`src/sv/ccm_pkg.sv`:
```
// ----------------------------------------------------------------------------
// ccm_pkg
// shared constants, codes and control types of the coordinate compression map
// ----------------------------------------------------------------------------
package ccm_pkg;

  localparam int unsigned N_ENTRIES = 1024;
  localparam int unsigned AW = $clog2(N_ENTRIES);
  localparam int unsigned CW = AW + 1;
  localparam int unsigned VW = 31;
  localparam int unsigned KW = 2;

  localparam logic [KW-1:0] K_LOAD  = 2'd0;
  localparam logic [KW-1:0] K_CLOSE = 2'd1;
  localparam logic [KW-1:0] K_MAP   = 2'd2;

  typedef enum logic [1:0] {
    RD_I,
    RD_IM1,
    RD_JM1,
    RD_MID
  } rd_sel_t;

  typedef struct packed {
    logic    ld;
    logic    cap;
    logic    sort_init;
    logic    rd_en;
    rd_sel_t rd_sel;
    logic    key_ld;
    logic    sort_shift;
    logic    sort_place;
    logic    dd_init;
    logic    dd_step;
    logic    dd_fin;
    logic    mid_ld;
    logic    ms_step;
    logic    out_ld;
  } cmd_t;

  typedef struct packed {
    logic i_ge_n;
    logic j_zero;
    logic rd_gt_key;
    logic lo_ge_hi;
    logic hit;
    logic out_free;
  } status_t;

endpackage

```
`src/sv/ccm_ctrl.sv`:
```
// ----------------------------------------------------------------------------
// ccm_ctrl
// sequencer for load, sort, dedupe and binary search
// ----------------------------------------------------------------------------
module ccm_ctrl
  import ccm_pkg::*;
(
  input  logic            clk,
  input  logic            rst_n,
  input  logic            in_valid,
  input  logic [KW-1:0]   in_kind,
  output logic            in_ready,
  input  status_t         st,
  output cmd_t            cmd
);

  typedef enum logic [9:0] {
    S_IDLE   = 10'b0000000001,
    S_SORT_I = 10'b0000000010,
    S_SORT_K = 10'b0000000100,
    S_SORT_C = 10'b0000001000,
    S_SORT_R = 10'b0000010000,
    S_DD_I   = 10'b0000100000,
    S_DD_C   = 10'b0001000000,
    S_MS     = 10'b0010000000,
    S_MC     = 10'b0100000000,
    S_OUT    = 10'b1000000000
  } state_t;

  state_t state_r, state_nxt;

  assign in_ready = (state_r == S_IDLE);

  always_ff @(posedge clk) begin
    if (!rst_n) begin
      state_r <= S_IDLE;
    end else begin
      state_r <= state_nxt;
    end
  end

  always_comb begin
    cmd       = '0;
    cmd.rd_sel = RD_I;
    state_nxt = state_r;
    case (state_r)
      S_IDLE: begin
        if (in_valid) begin
          case (in_kind)
            K_LOAD: cmd.ld = 1'b1;
            K_CLOSE: begin
              cmd.sort_init = 1'b1;
              state_nxt     = S_SORT_I;
            end
            K_MAP: begin
              cmd.cap   = 1'b1;
              state_nxt = S_MS;
            end
            default: ;
          endcase
        end
      end
      S_SORT_I: begin
        if (st.i_ge_n) begin
          cmd.dd_init = 1'b1;
          state_nxt   = S_DD_I;
        end else begin
          cmd.rd_en  = 1'b1;
          cmd.rd_sel = RD_I;
          state_nxt  = S_SORT_K;
        end
      end
      S_SORT_K: begin
        cmd.key_ld = 1'b1;
        cmd.rd_en  = 1'b1;
        cmd.rd_sel = RD_IM1;
        state_nxt  = S_SORT_C;
      end
      S_SORT_C: begin
        if (st.rd_gt_key) begin
          cmd.sort_shift = 1'b1;
          state_nxt      = S_SORT_R;
        end else begin
          cmd.sort_place = 1'b1;
          state_nxt      = S_SORT_I;
        end
      end
      S_SORT_R: begin
        if (st.j_zero) begin
          cmd.sort_place = 1'b1;
          state_nxt      = S_SORT_I;
        end else begin
          cmd.rd_en  = 1'b1;
          cmd.rd_sel = RD_JM1;
          state_nxt  = S_SORT_C;
        end
      end
      S_DD_I: begin
        if (st.i_ge_n) begin
          cmd.dd_fin = 1'b1;
          state_nxt  = S_OUT;
        end else begin
          cmd.rd_en  = 1'b1;
          cmd.rd_sel = RD_I;
          state_nxt  = S_DD_C;
        end
      end
      S_DD_C: begin
        cmd.dd_step = 1'b1;
        state_nxt   = S_DD_I;
      end
      S_MS: begin
        if (st.lo_ge_hi) begin
          state_nxt = S_OUT;
        end else begin
          cmd.rd_en  = 1'b1;
          cmd.rd_sel = RD_MID;
          cmd.mid_ld = 1'b1;
          state_nxt  = S_MC;
        end
      end
      S_MC: begin
        cmd.ms_step = 1'b1;
        state_nxt   = st.hit ? S_OUT : S_MS;
      end
      S_OUT: begin
        if (st.out_free) begin
          cmd.out_ld = 1'b1;
          state_nxt  = S_IDLE;
        end
      end
      default: state_nxt = S_IDLE;
    endcase
  end

endmodule

```
`config.mk`:
```
export PLATFORM = sky130hd
export DESIGN_NAME = ccm_ctrl
export DESIGN_NICKNAME = d
export VERILOG_FILES = /design/src/sv/ccm_pkg.sv /design/src/sv/ccm_ctrl.sv
export SDC_FILE = /design/constraint.sdc
export NUM_CORES = 1
export LEC_CHECK = 0
export BUFFER_PORTS_ARGS = -buffer_cell sky130_fd_sc_hd__buf_2
export CAP_MARGIN = 0
export CORE_MARGIN = 2
export CORE_UTILIZATION = 48
export CTS_CLUSTER_SIZE = 24
export DETAILED_ROUTE_END_ITERATION = 6
export PLACE_DENSITY_LB_ADDON = 0.12
export SETUP_SLACK_MARGIN = 0.4
export SYNTH_ARGS = -nofsm -noshare
export SYNTH_HDL_FRONTEND = slang
export SYNTH_SLANG_ARGS = --single-unit
export TNS_END_PERCENT = 50
```
`constraint.sdc`:
```
create_clock -name clk -period 2.3 [get_ports clk]
set_input_delay 0.46 -clock clk [delete_from_list [all_inputs] [get_ports clk]]
set_output_delay 0.46 -clock clk [all_outputs]
set_load 0.02 [all_outputs]
```
* After elaboration in Yosys (flattened, before gate mapping)
Index checks and enable logic that the tools add are counted.
** Word-level totals
- Bits in registers :: 10
- Input bits :: 11
- Output and inout port bits :: 16
- Word-level logic and storage cells :: 53
** Cells by class
- Eq/ne operators :: 15
- Reductions and logical operators :: 3
- Multiplexer cells :: 34
** Operator list (count)
- $pmux 10 s10 :: 1
- $mux 10 :: 5
- $pmux 10 s2 :: 1
- $mux 1 :: 17
- $mux 3 :: 5
- $pmux 3 s4 :: 1
- $eq 10x1->1 const B :: 1
- $eq 10x10->1 const B :: 1
- $eq 10x2->1 const B :: 1
- $eq 10x3->1 const B :: 1
- $eq 10x4->1 const B :: 1
- $eq 10x5->1 const B :: 1
- $eq 10x6->1 const B :: 1
- $eq 10x7->1 const B :: 1
- $eq 10x8->1 const B :: 1
- $eq 10x9->1 const B :: 1
- $mux 6 :: 1
- $mux 5 :: 1
- $mux 4 :: 1
- $ne 2x2->1 const B :: 2
- $ne 3x1->1 const B :: 1
- $reduce_and 3->1 :: 1
- $eq 2x1->1 const B :: 1
- $eq 2x2->1 const B :: 1
- other kinds (3) :: 3

* Depth between registers and ports, before layout
Gate-level depths: netlist of the first run.
- Depth in word-level cells :: 4
- Mapped depth :: 6
- Gate-level depth less buffers :: 5

* Worst setup path before layout of the first run
Ideal clock, no wire load.
- Path type :: register -> output
- From :: register state_r[4]
- To :: output cmd[12] (netlist bit)
- Arrival time :: 2.039 ns
- Path slack :: -0.199 ns
- Stages on the path, launching flop included :: 6
- Cell sequence :: dfxtp_1 -> buf_4 -> or4b_4 -> nor3_2 -> nand2_1 -> nor3b_1
** RTL lines
- from (decl) :: RTL line ccm_ctrl.sv:30 : state_t state_r, state_nxt;
- from (signal assigned) :: RTL line ccm_ctrl.sv:38 : state_r <= state_nxt;
- to (decl) :: RTL line ccm_ctrl.sv:14 : output cmd_t cmd

==> results of run 1 <==
path summary, 6_finish.rpt:
check	from	endpoint	slack, ns
worst max-delay path	state_r[0]	cmd[11]	-0.03
worst min-delay path	st[3]	state_r[4]	0.47
worst max register to register	state_r[0]	state_r[1]	0.43
worst min register to register	state_r[5]	state_r[6]	0.59
layout make-up:
| class | instances | share of cell area [%] |
|---|---|---|
| Inverter | 5 | 1.53 |
| Clock buffer | 3 | 1.84 |
| Multi-Input combinational cell | 74 | 53.5 |
| Tap cell | 16 | 1.64 |
| Timing Repair Buffer | 37 | 23.4 |
| Sequential cell | 10 | 18.1 |
worst max-delay path, stage by stage, from the launching register on:
cell and delay, ns:
dfxtp_4 0.36, or4_4 0.55, buf_6 0.14, nor2_4 0.09
nand3_2 0.11, inv_2 0.08, a311o_1 0.15, buf_6 0.13
power by group:
| part | switching [uW] | leakage (uW) | internal (uW) |
|---|---|---|---|
| Sequential | 32.3 | 0.0000852 | 201 |
| Clock | 61.7 | 0.0000138 | 60.6 |
| Combinational | 316 | 0.000469 | 318 |
repair_timing:
action | CTS | global route
pin swaps | 10 | 10
gates resized for setup | 30 | 22
setup endpoints to repair | 17 | 17
setup buffers | 4 | 3
kinds of logic (layout without fill, tap and decap cells):
kind of cell	count (synthesis)	count (layout)	synth area share (%)
DFF	10	10	25.8
and+or+nand+nor	55	55	45.7
buffers and inverters	10	45	6.62
muxes	1	1	1.45
AOI/OAI and AO/OA	14	14	15.8
xor gates and xnor gates	4	4	4.52
placed cells by master (no fill, tap or decap), types with 3 or more instances in the layout:
cell,n
buf_2,12
nand2_1,4
dfxtp_4,5
buf_6,9
nand4_1,5
xor2_1,4
nor3_4,3
nor2b_1,4
and2_1,3
nand2b_1,3
inv_1,4
nor2_1,7
clkbuf_4,3
buf_4,15
dfxtp_1,3
Yosys cell counts (all sizes together) (3+ instances only):
cell,count
and2,4
buf,3
dfxtp,10
inv,5
nand2,5
nand2b,3
nand4,5
nor2,9
nor2b,4
nor3,7
nor4,3
xor2,4
layer usage:
metal | share of wire [%] | vias up | wire length (um)
li1 | - | 419 | -
met1 | 42 | 431 | 1020
met2 | 52 | 30 | 1290
met3 | 4.6 | 4 | 113
met4 | 1.7 | 0 | 42
met5 | 0 | - | 0
per-stage QoR:
step,utilization (%),hold slack [ns]
2_1_floorplan,-,0.578
3_3_place_gp,64.2,0.593
3_5_place_dp,64.2,0.605
4_1_cts,73.7,0.449
5_1_grt,81.2,0.470
6_report,81.2,0.474
==> impl_metrics.json, run 1 <==
{
  "hold_depth": 2,
  "syn_nets": 105,
  "synth_enable_flop_cells": 0,
  "hold_path_class": "in2reg",
  "arrival_ns": 1.87,
  "routed_wl_um": 2470,
  "num_vias": 884,
  "top_regs": "state_r x10",
  "regArea_um2": 221,
  "placed_cells": 135,
  "diodes": 0,
  "wl_per_cell_um": 17.0,
  "clk_pin_slew_ns": 0.06,
  "period_share_pct": 101,
  "drive_gt1_share_pct": 57.4,
  "ys_types": 42,
  "ys_seq_elements": 10,
  "reg2regPathDepth": 6,
  "ant_nets": 0,
  "numPortBuffers": 26,
  "syn_avg_cell_area_um2": 8.24,
  "fmaxAchievable_ghz": 0.429,
  "final-instance-count-excl-fill": 145,
  "cts_tree": "done",
  "setup_viol": 3,
  "total_power_uw": 990,
  "critPathRequiredTime_ns": 1.84,
  "place_area_um2": 967,
  "die_y_um": 44.2,
  "grtUsageMet3_pct": 6.53,
  "overflow": 0,
  "htreeDepth": 1,
  "cts_buffer_depth": 2,
  "nFillCells": 105,
  "largest_reg_flops": 10,
  "cts-root-buf": "clkbuf_4",
  "synthCells": 94,
  "finalCriticalPeriod_ns": 2.33,
  "nets": 142,
  "worstSetupPathType": "reg2out",
  "synth_top_area_cell": "dfxtp_1",
  "cellLeakagePower_uw": 0.000568,
  "cts_buffers": 3,
  "netlist_area_um2": 774,
  "ios": 27,
  "hold_buffers": 0,
  "maxSlewViolCount": 0,
  "vias_per_cell": 6.10,
  "clk_latency_ns": 0.27,
  "gp_congestion": 0.805,
  "crit_fanout": 6,
  "tightest_slew_ns": 0.525,
  "ys.flop_type": "dfxtp_1",
  "grtUsageTotal_pct": 25.1,
  "hpwl_um": 1630,
  "synth-seq-area-share_pct": 25.8,
  "syn2layout_area_growth_pct": 58.0,
  "endpoint_kind": "primary output",
  "top_register": "state_r",
  "final_hold_viol_count": 0,
  "antenna_found_initial": 0,
  "start_util_pct": 51.4,
  "cp-start-kind": "flip-flop",
  "grt_start_max_net_pins": 10,
  "fin_setup_tns_ns": -0.0783,
  "synth_top_area_share_pct": 25.8,
  "place_ws_ns": 0.164,
  "design_area_um2": 1220,
  "rows": 14,
  "status": "complete, but fails checks",
  "grt_pass1_vias": 810,
  "core_area_um2": 1510,
  "cap_violations": 0,
  "p_per_area_nw_per_um2": 809,
  "ir_drop_v": 0.000783,
  "drt_pass1_iterations": 4,
  "die_area_um2": 1950,
  "die_x_um": 44.2,
  "clock_skew_ns": 0.00424,
  "multiInputGateArea_um2": 654,
  "slew_headroom_pct": 65.0,
  "detailedRoute.firstIterationViolations": 15,
  "synth-async-reset-ratio_pct": 0,
  "grt_pass1_wl_um": 3570,
  "synthTopCellsByArea": "dfxtp_1 (26%), xor2_1 (4.5%), nor2_1 (4.4%)",
  "drcViolationCount": 0,
  "worst_slack_ns": -0.0334,
  "met2_usage_pct": 42.4,
  "clock_sinks": 10,
  "busiest_layer": "met2",
  "rsz0062_at_grt": "yes",
  "grtUsageMet1_pct": 30.3,
  "violations": "setup timing",
  "yosys_warnings": 0
}
Note: power is estimated with default switching activity, not from simulation.
==> run 2, diff against run 1 <==
==> constraint.sdc (replaced) <==
create_clock -name clk -period 2.3 [get_ports clk]
set_input_delay 0.23 -clock clk [delete_from_list [all_inputs] [get_ports clk]]
set_output_delay 0.23 -clock clk [all_outputs]
set_load 0.02 [all_outputs]
==> run 2 against run 1 <==
Compared with the run above:
- the run now ends clean
- non-clock buffer count increased by 2
- total power decreased by 6.5%
- worst hold slack worse by 0.26 ns
- wire length shrank 7.7%
- clock-buffer cell count is 1 higher
- via count increased by 2.8%
- critical path depth is 3 lower
- sequential share of layout area is 0.79 points higher
- sequential power about the same
- largest power group unchanged
==> impl_metrics.json, run 2 (synthesis results as in run 1) <==
{
  "whs_ns": 0.219,
  "htreeDepth": 1,
  "syn2layout_area_growth_pct": 51.4,
  "status": "finished clean",
  "top_regs": "state_r x10",
  "slew_headroom_pct": 65.3,
  "utilization_pct": 77.8,
  "routed_wl_um": 2280,
  "cap_violations": 0,
  "ant_nets": 0,
  "cts_buffers": 3,
  "hp-start": "rst_n",
  "slowest_delay_ns": 0.54,
  "wl_per_cell_um": 15.4,
  "r2r_slack_ns": 0.39,
  "overflow": 0,
  "rsz0062_at_grt": "yes",
  "whs_endpoint": "state_r[5]",
  "start_util_pct": 51.4,
  "cp-start-kind": "flip-flop",
  "vias_per_cell": 6.14,
  "hold_buffers": 0,
  "detailedRoute.firstIterationViolations": 33,
  "grt_start_max_net_pins": 10,
  "core_area_um2": 1510,
  "layout_commonest_cell": "buf_2",
  "hpwl_um": 1520,
  "num_vias": 909,
  "numPortBuffers": 26,
  "die_y_um": 44.2,
  "cp_cell_sequence": "or4_4 > or2_4 > nor4b_4 > buf_4",
  "nets": 144,
  "hold_path_class": "in2reg",
  "final_hold_viol_count": 0,
  "r2r_start": "state_r[7]",
  "ios": 27,
  "die_area_um2": 1950,
  "top_register": "state_r",
  "critPathRequiredTime_ns": 2.07,
  "clock_skew_ns": 0.000696,
  "gp_congestion": 0.832,
  "setup_viol": 0,
  "largest_reg_flops": 10,
  "clock_sinks": 10,
  "rows": 14,
  "drive_gt1_share_pct": 56.8,
  "die_x_um": 44.2,
  "period_share_pct": 92.1,
  "r2r_end": "state_r[1]",
  "layout_common_cells": "buf_2 (19), buf_4 (18), nor2_1 (8)",
  "tightest_slew_ns": 0.520,
  "grt_pass1_vias": 795,
  "cellLeakagePower_uw": 0.000557,
  "clk_pin_slew_ns": 0.07,
  "grtUsageTotal_pct": 24.6,
  "slowest_stage": "or4_4",
  "hold_depth": 2,
  "cts-root-buf": "clkbuf_4",
  "maxSlewViolCount": 0,
  "grt_pass1_wl_um": 3530,
  "finalCriticalPeriod_ns": 2.12,
  "endpoint_kind": "primary output",
  "ir_drop_v": 0.000699,
  "nFillCells": 119,
  "crit_fanout": 5,
  "worstSetupPathType": "reg2out",
  "antenna_found_initial": 0,
  "drcViolationCount": 0,
  "drt_pass1_iterations": 4,
  "diodes": 0,
  "fin_setup_tns_ns": 0,
  "cts_buffer_depth": 2,
  "fmaxAchievable_ghz": 0.472,
  "p_per_area_nw_per_um2": 790,
  "arrival_ns": 1.89,
  "total_power_uw": 926,
  "cts_tree": "done",
  "clk_latency_ns": 0.27,
  "reg2regPathDepth": 6
}
run 2: changes by cell type in the layout (fill, tap and decap cells not counted), sizes merged:
cell          previous run  this run
clkbuf                   3         4
buf                     36        39
dlymetal6s2s             1         0
run 2: worst max-delay path: cells and delay by family (launching register included):
| kind | cells | cell delay (ns) |
|---|---|---|
| buffers and inverters | 1 | 0.20 |
| DFF | 1 | 0.36 |
| and+or+nand+nor | 3 | 1.05 |
run 2: metrics by stage:
| step | worst slack [ns] | instances | cell area [um^2] |
|---|---|---|---|
| after floorplan | 0.306 | 94 | 800 |
| after global placement | 0.407 | 133 | 932 |
| after detailed placement | 0.362 | 133 | 932 |
| after CTS | 0.200 | 145 | 1120 |
| after global routing | 0.124 | 148 | 1170 |
| final | 0.182 | 148 | 1170 |
run 2: layout make-up:
type / instances / area, um^2 / area share (%)
multi-input cells: 74 / 623 / 53.1
inverters: 5 / 18.8 / 1.60
clock buffers: 4 / 36.3 / 3.09
well taps: 16 / 20.0 / 1.71
repair buffers: 39 / 253 / 21.6
flip-flops and latches: 10 / 221 / 18.9
run 2: how the worst max path moves through the flow:
stage	start	to	slack, ns	cells past startpoint
finish	state_r[0]	cmd[4]	0.18	4
global route	state_r[1]	cmd[4]	0.12	4
CTS	state_r[0]	cmd[4]	0.20	4
detailed placement	state_r[0]	cmd[4]	0.36	4
global placement	state_r[0]	cmd[4]	0.41	4
floorplan	state_r[4]	cmd[12]	0.31	5
run 2: repair_timing:
action / CTS / global route
pin swaps: 7 / 7
gates cloned: 0 / 0
setup endpoints to repair: 15 / 16
resized for setup: 29 / 8
setup buffers: 8 / 3
run 2: power by group:
| part | total [uW] | leakage (uW) | internal (uW) | switching [uW] |
|---|---|---|---|---|
| registers | 234 | 0.0000852 | 201 | 33.4 |
| clock network | 163 | 0.0000210 | 96.4 | 66.6 |
| logic | 528 | 0.000451 | 257 | 271 |
run 2: metal layers:
layer / up-vias / wire length (um) / global-route usage [%]
met5: - / 0 / 0
met2: 43 / 1140 / 41.5
met1: 427 / 923 / 30.8
met4: 0 / 45 / 5.45
met3: 10 / 165 / 7.35
li1: 429 / - / -
==> run 3, diff against run 2 <==
--- a/config.mk
+++ b/config.mk
@@ -11,6 +11,7 @@
 export CORE_UTILIZATION = 48
 export CTS_CLUSTER_SIZE = 24
 export DETAILED_ROUTE_END_ITERATION = 6
+export MAX_ROUTING_LAYER = met4
 export PLACE_DENSITY_LB_ADDON = 0.12
 export SETUP_SLACK_MARGIN = 0.4
 export SYNTH_ARGS = -nofsm -noshare
==> run 3 against run 2 <==
Compared with the run above:
- clock power about the same
- clock skew about the same
- wire length up 0.83%
- clock-buffer cell count unchanged
- worst hold slack better by 0.0045 ns
- total power about the same
- via count down 0.88%
- cell area unchanged
- first-iteration DRC count unchanged
- global-route usage up 0.75 points
- largest cell class unchanged
==> impl_metrics.json, run 3 (synthesis results as in run 1) <==
{
  "cts-root-buf": "clkbuf_4",
  "routed_wl_um": 2300,
  "cap_violations": 0,
  "finalCriticalPeriod_ns": 2.11,
  "cts_buffer_depth": 2,
  "nFillCells": 119,
  "switching_share_pct": 40.0,
  "clock_skew_ns": 0.000643,
  "start_util_pct": 51.4,
  "crit_fanout": 8,
  "drive_gt1_share_pct": 56.8,
  "diodes": 0,
  "hold_buffers": 0,
  "fin_setup_tns_ns": 0,
  "htreeDepth": 1,
  "grt_start_max_net_pins": 10,
  "core_area_um2": 1510,
  "top_regs": "state_r x10",
  "worstSetupPathType": "reg2out",
  "overflow": 0,
  "cts_tree": "done",
  "period_share_pct": 91.8,
  "regArea_um2": 221,
  "slowest_delay_ns": 0.53,
  "setup_viol": 0,
  "status": "finished clean",
  "grt_pass1_wl_um": 3530,
  "hp-start": "rst_n",
  "arrival_ns": 1.88,
  "cell_internal_pwr_uw": 555,
  "p_per_area_nw_per_um2": 789,
  "rows": 14,
  "multiInputGateArea_um2": 623,
  "cp_top_family": "simple AND/OR/NAND/NOR gates",
  "p_clk_share_pct": 17.5,
  "layout_commonest_cell": "buf_2",
  "cts_buffers": 3,
  "slowest_stage": "or4_4",
  "die_area_um2": 1950,
  "die_x_um": 44.2,
  "vias_per_cell": 6.09,
  "drcViolationCount": 0,
  "hpwl_um": 1520,
  "maxSlewViolCount": 0,
  "slew_headroom_pct": 65.3,
  "numPortBuffers": 26,
  "r2r_start": "state_r[7]",
  "detailedRoute.firstIterationViolations": 33,
  "crit_path_start": "state_r[1]",
  "rsz0062_at_grt": "yes",
  "endpoint_kind": "primary output",
  "tightest_slew_ns": 0.521,
  "clock_sinks": 10,
  "layout_common_cells": "buf_2 (19), buf_4 (18), nor2_1 (8)",
  "ant_nets": 0,
  "clk_latency_ns": 0.27,
  "p_switching_uw": 370,
  "pwr-share-seq_pct": 25.4,
  "cp-start-kind": "flip-flop",
  "fmaxAchievable_ghz": 0.473,
  "grt_pass1_vias": 796,
  "nets": 144,
  "critPathBufInv": 1,
  "ir_drop_v": 0.000699,
  "drt_pass1_iterations": 4,
  "gp_congestion": 0.845,
  "critPathRequiredTime_ns": 2.07,
  "die_y_um": 44.2,
  "final_hold_viol_count": 0,
  "wl_per_cell_um": 15.5,
  "ios": 27,
  "hold_path_class": "in2reg",
  "cellLeakagePower_uw": 0.000557,
  "grtUsageTotal_pct": 25.3,
  "comb_power_share_pct": 57.2,
  "whs_ns": 0.224,
  "top_register": "state_r",
  "antenna_found_initial": 0,
  "largest_reg_flops": 10,
  "syn2layout_area_growth_pct": 51.4,
  "clk_pin_slew_ns": 0.07,
  "num_vias": 901,
  "cp_cell_sequence": "or4_4 > or2_4 > nor4b_4 > buf_4"
}
-- run 3: cell counts in the layout (fill, tap and decap cells not counted) --
No cell type changed its count.
-- run 3: final timing paths --
kind	depth (start not counted)	slack (ns)	end
setup / recovery	4	0.19	cmd[4]
setup reg to reg	6	0.39	state_r[1]
hold / removal	2	0.22	state_r[5]
hold reg to reg	1	0.56	state_r[6]
-- run 3: final cells by class --
class	count	area share (%)
well taps	16	1.71
multi-input cells	74	53.1
flip-flops and latches	10	18.9
clock buffers	4	3.09
inverters	5	1.60
repair buffers	39	21.6
-- run 3: what timing repair did --
| item | in CTS | in global routing |
|---|---|---|
| setup buffers | 8 | 3 |
| gates resized for setup | 29 | 8 |
| pin swaps | 7 | 7 |
| endpoints found under the setup margin | 15 | 16 |
-- run 3: power by group through the flow --
stage	logic [uW]	registers [uW]	clock network, uW
6_report	529	235	161
5_1_grt	568	239	174
4_1_cts	487	231	164
3_5_place_dp	389	234	0
3_3_place_gp	385	232	0
2_1_floorplan	344	205	0
-- run 3: per-stage QoR --
stage / total power [uW] / setup WS [ns] / utilization (%) / cells / cell area, um^2
after global placement: 617 / 0.407 / 61.9 / 133 / 932
after global routing: 982 / 0.124 / 77.8 / 148 / 1170
final: 925 / 0.188 / 77.8 / 148 / 1170
after detailed placement: 623 / 0.362 / 61.9 / 133 / 932
after CTS: 882 / 0.200 / 74.5 / 145 / 1120
after floorplan: 549 / 0.306 / - / 94 / 800
-- run 3: metal layers --
layer	part of all wire (%)	global-route usage, %	vias up
met2	51	41.5	34
met4	0.96	5.45	0
met1	42	30.8	436
li1	-	-	427
met3	5.9	7.35	4
met5	0	-	-
